### src/ltrm_pkg.sv
// Shared types and constants for the landmark table running-mean unit.
// Used by ltrm_div and landmark_table_running_mean_unit; no dependencies.
package ltrm_pkg;

    localparam int DEFAULT_DEPTH = 64;
    localparam int COUNT_W       = 16;
    localparam int POS_W         = 32;
    localparam int ID_W          = 64;
    localparam logic [COUNT_W-1:0] COUNT_MAX = '1;

    // running-mean numerator c*old+new, and divisor c+1
    localparam int NUM_W = COUNT_W + POS_W + 1;
    localparam int MAG_W = NUM_W - 1;
    localparam int DEN_W = COUNT_W + 1;

    localparam logic MODE_ADD    = 1'b0;
    localparam logic MODE_REMOVE = 1'b1;

    typedef struct packed {
        logic                    mode;
        logic signed [ID_W-1:0]  landmark_id;
        logic signed [POS_W-1:0] pos_x;
        logic signed [POS_W-1:0] pos_y;
        logic signed [POS_W-1:0] pos_z;
    } in_item_t;

    typedef struct packed {
        logic                    inserted;
        logic                    erased;
        logic                    found;
        logic                    table_full;
        logic [COUNT_W-1:0]      new_count;
        logic signed [POS_W-1:0] avg_x;
        logic signed [POS_W-1:0] avg_y;
        logic signed [POS_W-1:0] avg_z;
    } out_item_t;

    typedef struct packed {
        logic [ID_W-1:0]         id;
        logic [COUNT_W-1:0]      count;
        logic signed [POS_W-1:0] px;
        logic signed [POS_W-1:0] py;
        logic signed [POS_W-1:0] pz;
    } entry_t;

endpackage

### src/ltrm_div.sv
// Bit-serial signed divider for the running mean, one quotient bit per cycle.
// Depends on ltrm_pkg for the numerator and divisor widths.
module ltrm_div
    import ltrm_pkg::*;
(
    input  logic                    clk,
    input  logic                    rst_n,
    input  logic                    start,
    input  logic signed [NUM_W-1:0] num,
    input  logic [DEN_W-1:0]        den,
    output logic                    done,
    output logic signed [POS_W-1:0] quo
);

    localparam int CNT_W = $clog2(MAG_W);

    logic               busy_reg;
    logic               done_reg;
    logic [CNT_W-1:0]   cnt_reg;
    logic [MAG_W-1:0]   num_reg;
    logic [DEN_W-1:0]   rem_reg;
    logic [DEN_W-1:0]   den_reg;
    logic               neg_reg;
    logic [MAG_W-1:0]   mag;
    logic [DEN_W:0]     trial;
    logic               take;

    assign mag   = num[NUM_W-1] ? MAG_W'(-num) : MAG_W'(num);
    assign trial = {rem_reg, num_reg[MAG_W-1]};
    assign take  = (trial >= {1'b0, den_reg});

    always_ff @(posedge clk or negedge rst_n)
    begin
        if (!rst_n)
        begin
            busy_reg <= 1'b0;
            done_reg <= 1'b0;
            cnt_reg  <= '0;
        end
        else
        begin
            done_reg <= 1'b0;
            if (start)
            begin
                busy_reg <= 1'b1;
                cnt_reg  <= '0;
            end
            else if (busy_reg)
            begin
                cnt_reg <= cnt_reg + 1'b1;
                if (cnt_reg == CNT_W'(MAG_W - 1))
                begin
                    busy_reg <= 1'b0;
                    done_reg <= 1'b1;
                end
            end
        end
    end

    always_ff @(posedge clk)
    begin
        if (start)
        begin
            num_reg <= mag;
            rem_reg <= '0;
            den_reg <= den;
            neg_reg <= num[NUM_W-1];
        end
        else if (busy_reg)
        begin
            // restoring step: shift in the next numerator bit, subtract if it fits
            rem_reg <= take ? DEN_W'(trial - {1'b0, den_reg}) : trial[DEN_W-1:0];
            num_reg <= {num_reg[MAG_W-2:0], take};
        end
    end

    assign done = done_reg;
    assign quo  = neg_reg ? POS_W'(-num_reg[POS_W-1:0]) : num_reg[POS_W-1:0];

endmodule

### config.mk
export PLATFORM = sky130hd
export DESIGN_NAME = ltrm_div
export DESIGN_NICKNAME = d
export VERILOG_FILES = /design/src/ltrm_pkg.sv /design/src/ltrm_div.sv
export SDC_FILE = /design/constraint.sdc
export NUM_CORES = 1
export LEC_CHECK = 0
export ABC_AREA = 1
export BUFFER_PORTS_ARGS = -buffer_cell sky130_fd_sc_hd__buf_2
export CORE_ASPECT_RATIO = 0.8
export CORE_MARGIN = 8
export CORE_UTILIZATION = 50
export DETAILED_ROUTE_END_ITERATION = 12
export PLACE_DENSITY = 0.71
export SYNTH_ARGS = -nofsm -noshare
export SYNTH_HDL_FRONTEND = slang
export SYNTH_SLANG_ARGS = --single-unit
### constraint.sdc
create_clock -name clk -period 3.1 [get_ports clk]
set_input_delay 0.62 -clock clk [delete_from_list [all_inputs] [get_ports clk]]
set_output_delay 0.62 -clock clk [all_outputs]
set_load 0.01 [all_outputs]
== Word level (Yosys, flattened, before mapping) ==
Cells that the tools add are included.
Operators by class
  equality and inequality tests: 1
  mux-type cells: 13
  magnitude comparators: 1
  reduce and logical (&&, ||, !) cells: 1
  add/sub/neg operators: 4
Operators by type and width (count)
  48-bit two-way mux: 3
  48-bit negator: 1
  32-bit two-way mux: 1
  32-bit negator: 1
  18-bit by 17-bit greater-or-equal comparator with 1-bit output: 1
  17-bit two-way mux: 1
  17-bit subtractor: 1
  6-bit two-way mux: 2
  6-bit by 1-bit adder with 6-bit output (second input constant): 1
  6-bit equality test (second input constant): 1
  1-bit two-way mux: 6
  2-bit nonzero test: 1
Storage, ports and cells
  bits of input ports: 69
  register bits after elaboration: 91
  output and inout port bits: 33
  word-level logic and storage cells: 27

== Longest topological paths before layout ==
  depth in word-level cells: 4
  depth in mapped cells: 15
  mapped depth without buffers: 14

== Least setup slack after synthesis ==
OpenSTA, ideal clock, no wires.
  path type: input to register
  start: input port start
  end: register num_reg[0] (enable)
  slack: 0.706 ns
  library setup time: 0.407 ns
  required time: 2.693 ns
  path buffers: 1
  stages: 3
  arrival time: 1.987 ns
  path through: clkbuf_1 -> nor2_1 -> inv_1
On the way
  longest elaborated chain between the ends: 1
RTL lines
  from (decl): line ltrm_div.sv:8  | input logic start,
  2-bit nonzero test (no line)
  to (signal assigned): line ltrm_div.sv:64  | num_reg <= mag;
  to (signal assigned): line ltrm_div.sv:73  | num_reg <= {num_reg[MAG_W-2:0], take};
  to (decl): line ltrm_div.sv:20  | logic [MAG_W-1:0] num_reg;
Every way passes these cells.
A chain may end at the register's enable or synchronous reset.

== Final worst setup path ==
  start: register num_reg[0]
  end: output port quo[24]
On the way
  longest elaborated chain between the ends: 2
RTL lines
  32-bit negator: line ltrm_div.sv:78  | assign quo = neg_reg ? POS_W'(-num_reg[POS_W-1:0]) : num_reg[POS_W-1:0];
  32-bit two-way mux: line ltrm_div.sv:78
  to (decl): line ltrm_div.sv:12  | output logic signed [POS_W-1:0] quo
Every way passes these cells.

==> metrics.md <==
| Metric | Value |
|---|---|
| ANT nets after route | `0` |
| Post-route setup slack | `0.2422 ns` |
| Number of synthesized register bits | `91` |
| Sequential area share after synthesis | `34.38%` |
| Minimum clock period | `2.858 ns` |
| CP required | `2.48 ns` |
| Core Area | `14300 µm²` |
| Layout area overhead | `13.06%` |
| Post-Syn Instances | `1108` |
| Antenna cell count | `0` |
| Cell Rows | `39` |
| Worst skew pair latency | `0.34 ns` |
| Crit path launch type | `flop` |
| Root Buffer | `clkbuf_16` |
| Fmax | `349.9 MHz` |
| Largest stage delay on the critical path | `0.42 ns` |
| Per-cell routed wire length | `15.35 µm` |
| Largest family of logic cells by synthesized area | `simple AND/OR/NAND/NOR gates` |
| Worst VDD drop | `0.4755 mV` |
| Final WL | `21350 µm` |
| Initial Utilization | `51.32%` |
| TNS Setup | `0 ns` |
| Drt drc | `0` |
| First-pass GRT wire length | `34390 µm` |
| Main synth FF type | `edfxtp_1` |
| Grt ovf | `0` |
| Lkg Pwr | `4.134 nW` |
| Top cell type by total area after synthesis | `edfxtp_1` |
| RSZ-0062 raised after global routing | `false` |
| Vias | `7361` |
| Die X-Extent | `151.4 µm` |
| Detailed Route Iter0 Violations | `663` |
| Final core utilization | `58.02%` |
| Routability cong. | `0.9739` |
| Max-cap violations | `0` |
| Layout Skew | `0.006025 ns` |
| Share of Yosys cell area claimed by the top area cell type | `27.01%` |
| HPWL after DPL | `16930 µm` |
| Slowest CP cell | `edfxtp_1` |
| CTS Buffer Depth | `2` |
| Mux contribution to synthesized area | `0%` |
| Reg clk slew, reported paths | `0.07 ns` |
| Drt pass-1 iters | `5` |
| GR Util All Layers | `22.82%` |
| Overall Power | `0.004482 W` |
| Chip height | `124.3 µm` |
| Worst Max-Slew Pin Slew | `0.9606 ns` |
| Initial antenna violation count | `0` |
| Hold Buf Count CTS | `0` |
| CTS tree | `built` |
| Final #Nets | `1292` |
| Status | `complete, no violations` |
| I/O pin cnt | `102` |
| Post-synthesis xor/xnor area fraction | `6.327%` |
| TritonCTS Sinks | `91` |
| Final hold vios | `0` |
| Crit. path cell count | `11` |
| Post-synth EDFFs | `66` |
| Top Family by Delay on Critical Path | `simple AND/OR/NAND/NOR gates` |
| Buf/Inv on CP | `2` |
| Vias in the first global route | `6664` |
| Cts bufs inserted | `9` |
| Hold Crit Class | `in -> async` |
| Critical-path cell list | `inv_1, ha_1, nand3_1, nor2_1, nand2_1, nor2_1, nand3_1, o21ai_0, nand2_1, nand2_1, buf_2` |
| Ys Warns | `0` |
| Worst Setup End Kind | `primary output` |
| Fraction of layout cells with a size suffix above 1 | `12.34%` |
| Die Area | `18830 µm²` |
| Main area contributors after synthesis | `edfxtp_1 (27%), nand2_1 (18%), nand3_1 (8.0%)` |
| Max-slew violations | `0` |
| Crit path kind | `reg -> out` |
| Slew margin rel. | `35.72%` |
| Final setup violation count | `0` |
| Syn_area_per_cell | `6.622 µm²` |
| IO buf count | `101` |
| Critical Path AT | `2.24 ns` |
| Syn_nets | `1198` |
| Top cell by count, worst path | `nand2_1` |
| Synth top cells by count | `nand2_1 (354), inv_1 (146), nor2_1 (136)` |
| Final Cycle Share | `92.19%` |
| Unique cell type count in the Yosys netlist | `37` |
| Simple-gate share of the synthesized area | `38.74%` |
| Setup Slack @ Placement | `0.6428 ns` |
| H-tree depth | `3` |
| Max reg flops | `48` |
| Most frequent cell after synthesis | `nand2_1` |
| Pin count of the biggest net entering global routing | `56` |
| Asr flop ratio synth | `8.791%` |
| Post-CTS setup buffers | `0` |
| Post-Syn Area | `7337 µm²` |
| Cell area power density | `540.3 nW/µm²` |
| Drt via density | `5.292` |
| R2r worst-path depth | `10` |
| PostCTS Resize Cnt | `0` |
| Post-Synth Adder-Cell Area | `3.683%` |
| Synth Area in Compound Gates | `6.975%` |
| Max FO, Critical Path | `4` |
## worst paths after layout
check	startpoint	end	slack [ns]
worst max-delay path	num_reg[0]$_DFFE_PP_	quo[24]	0.24
worst min-delay path	rst_n	cnt_reg[5]$_DFFE_PN0P_	0.11
worst max register to register	num_reg[47]$_DFFE_PP_	num_reg[0]$_DFFE_PP_	0.84
worst min register to register	rem_reg[16]$_SDFFE_PP0P_	rem_reg[16]$_SDFFE_PP0P_	0.46
max in group asynchronous	rst_n	cnt_reg[1]$_DFFE_PN0P_	2.82
min in group clk	den[16]	den_reg[16]$_DFFE_PP_	0.45
## routing by layer
layer  wire [µm]  up-vias  track usage [%]
li1            -     3759                -
met1       10550     3277            35.29
met2        8159      299            29.99
met3        2282       26            6.790
met4         355        0            4.648
met5           0        -                0
## through the flow
step	instances	hold WS [ns]	instance area, µm²
6_report	1391	0.1129	8295
3_3_place_gp	1375	0.4397	8016
4_1_cts	1391	0.1037	8295
5_1_grt	1391	0.1125	8295
3_5_place_dp	1375	0.4575	8016
2_1_floorplan	1108	0.3244	7337
## final cells by class
class	count	area, µm²
clock buffer	10	239.0
inverter	149	559.3
timing repair buffer	114	615.6
multi-input combinational	837	4089
sequential	91	2522
clock inverter	6	40.04
tap	184	230.2
fill	1422	6002
## logic make-up (layout without fill, tap and decap cells)
logic type | after synthesis | count (layout)
AND/OR/NAND/NOR | 667 | 667
buffers and inverters | 180 | 279
AO/OA/AOI/OAI | 96 | 96
flip-flops | 91 | 91
XOR/XNOR | 53 | 53
adder cells (fa/ha/maj) | 21 | 21
## cells in the final DEF (no fill, tap or decap), types with 2 or more instances in the layout
cell       synthesis  layout
inv_1            146     145
clkinv_2           0       3
nor2_1           136     136
nor4_1             3       3
clkbuf_16          0       9
edfxtp_1          66      66
o21bai_1           2       2
xnor2_1           17      17
o21ai_1            8       8
buf_4              2      12
inv_2              2       3
xor2_1            36      36
a31oi_1            6       6
ha_1              20      20
o211ai_1           3       3
nor2_2             2       2
nand2_1          354     354
nand2_2            4       4
buf_2              4     101
dfxtp_1           17      17
a21oi_1           23      23
nand3b_1          11      11
nand3_2            6       6
dfrtp_1            8       8
o21ai_0           51      51
nand4_1           19      19
nand3_1          118     118
nor3_1            11      11
## report_power, final
group | internal [W] | switching, W
sequential | 0.00150 | 0.000140
clock | 0.000565 | 0.000463
combinational | 0.000661 | 0.00115
No activity file was read; power rests on OpenSTA's default activity.
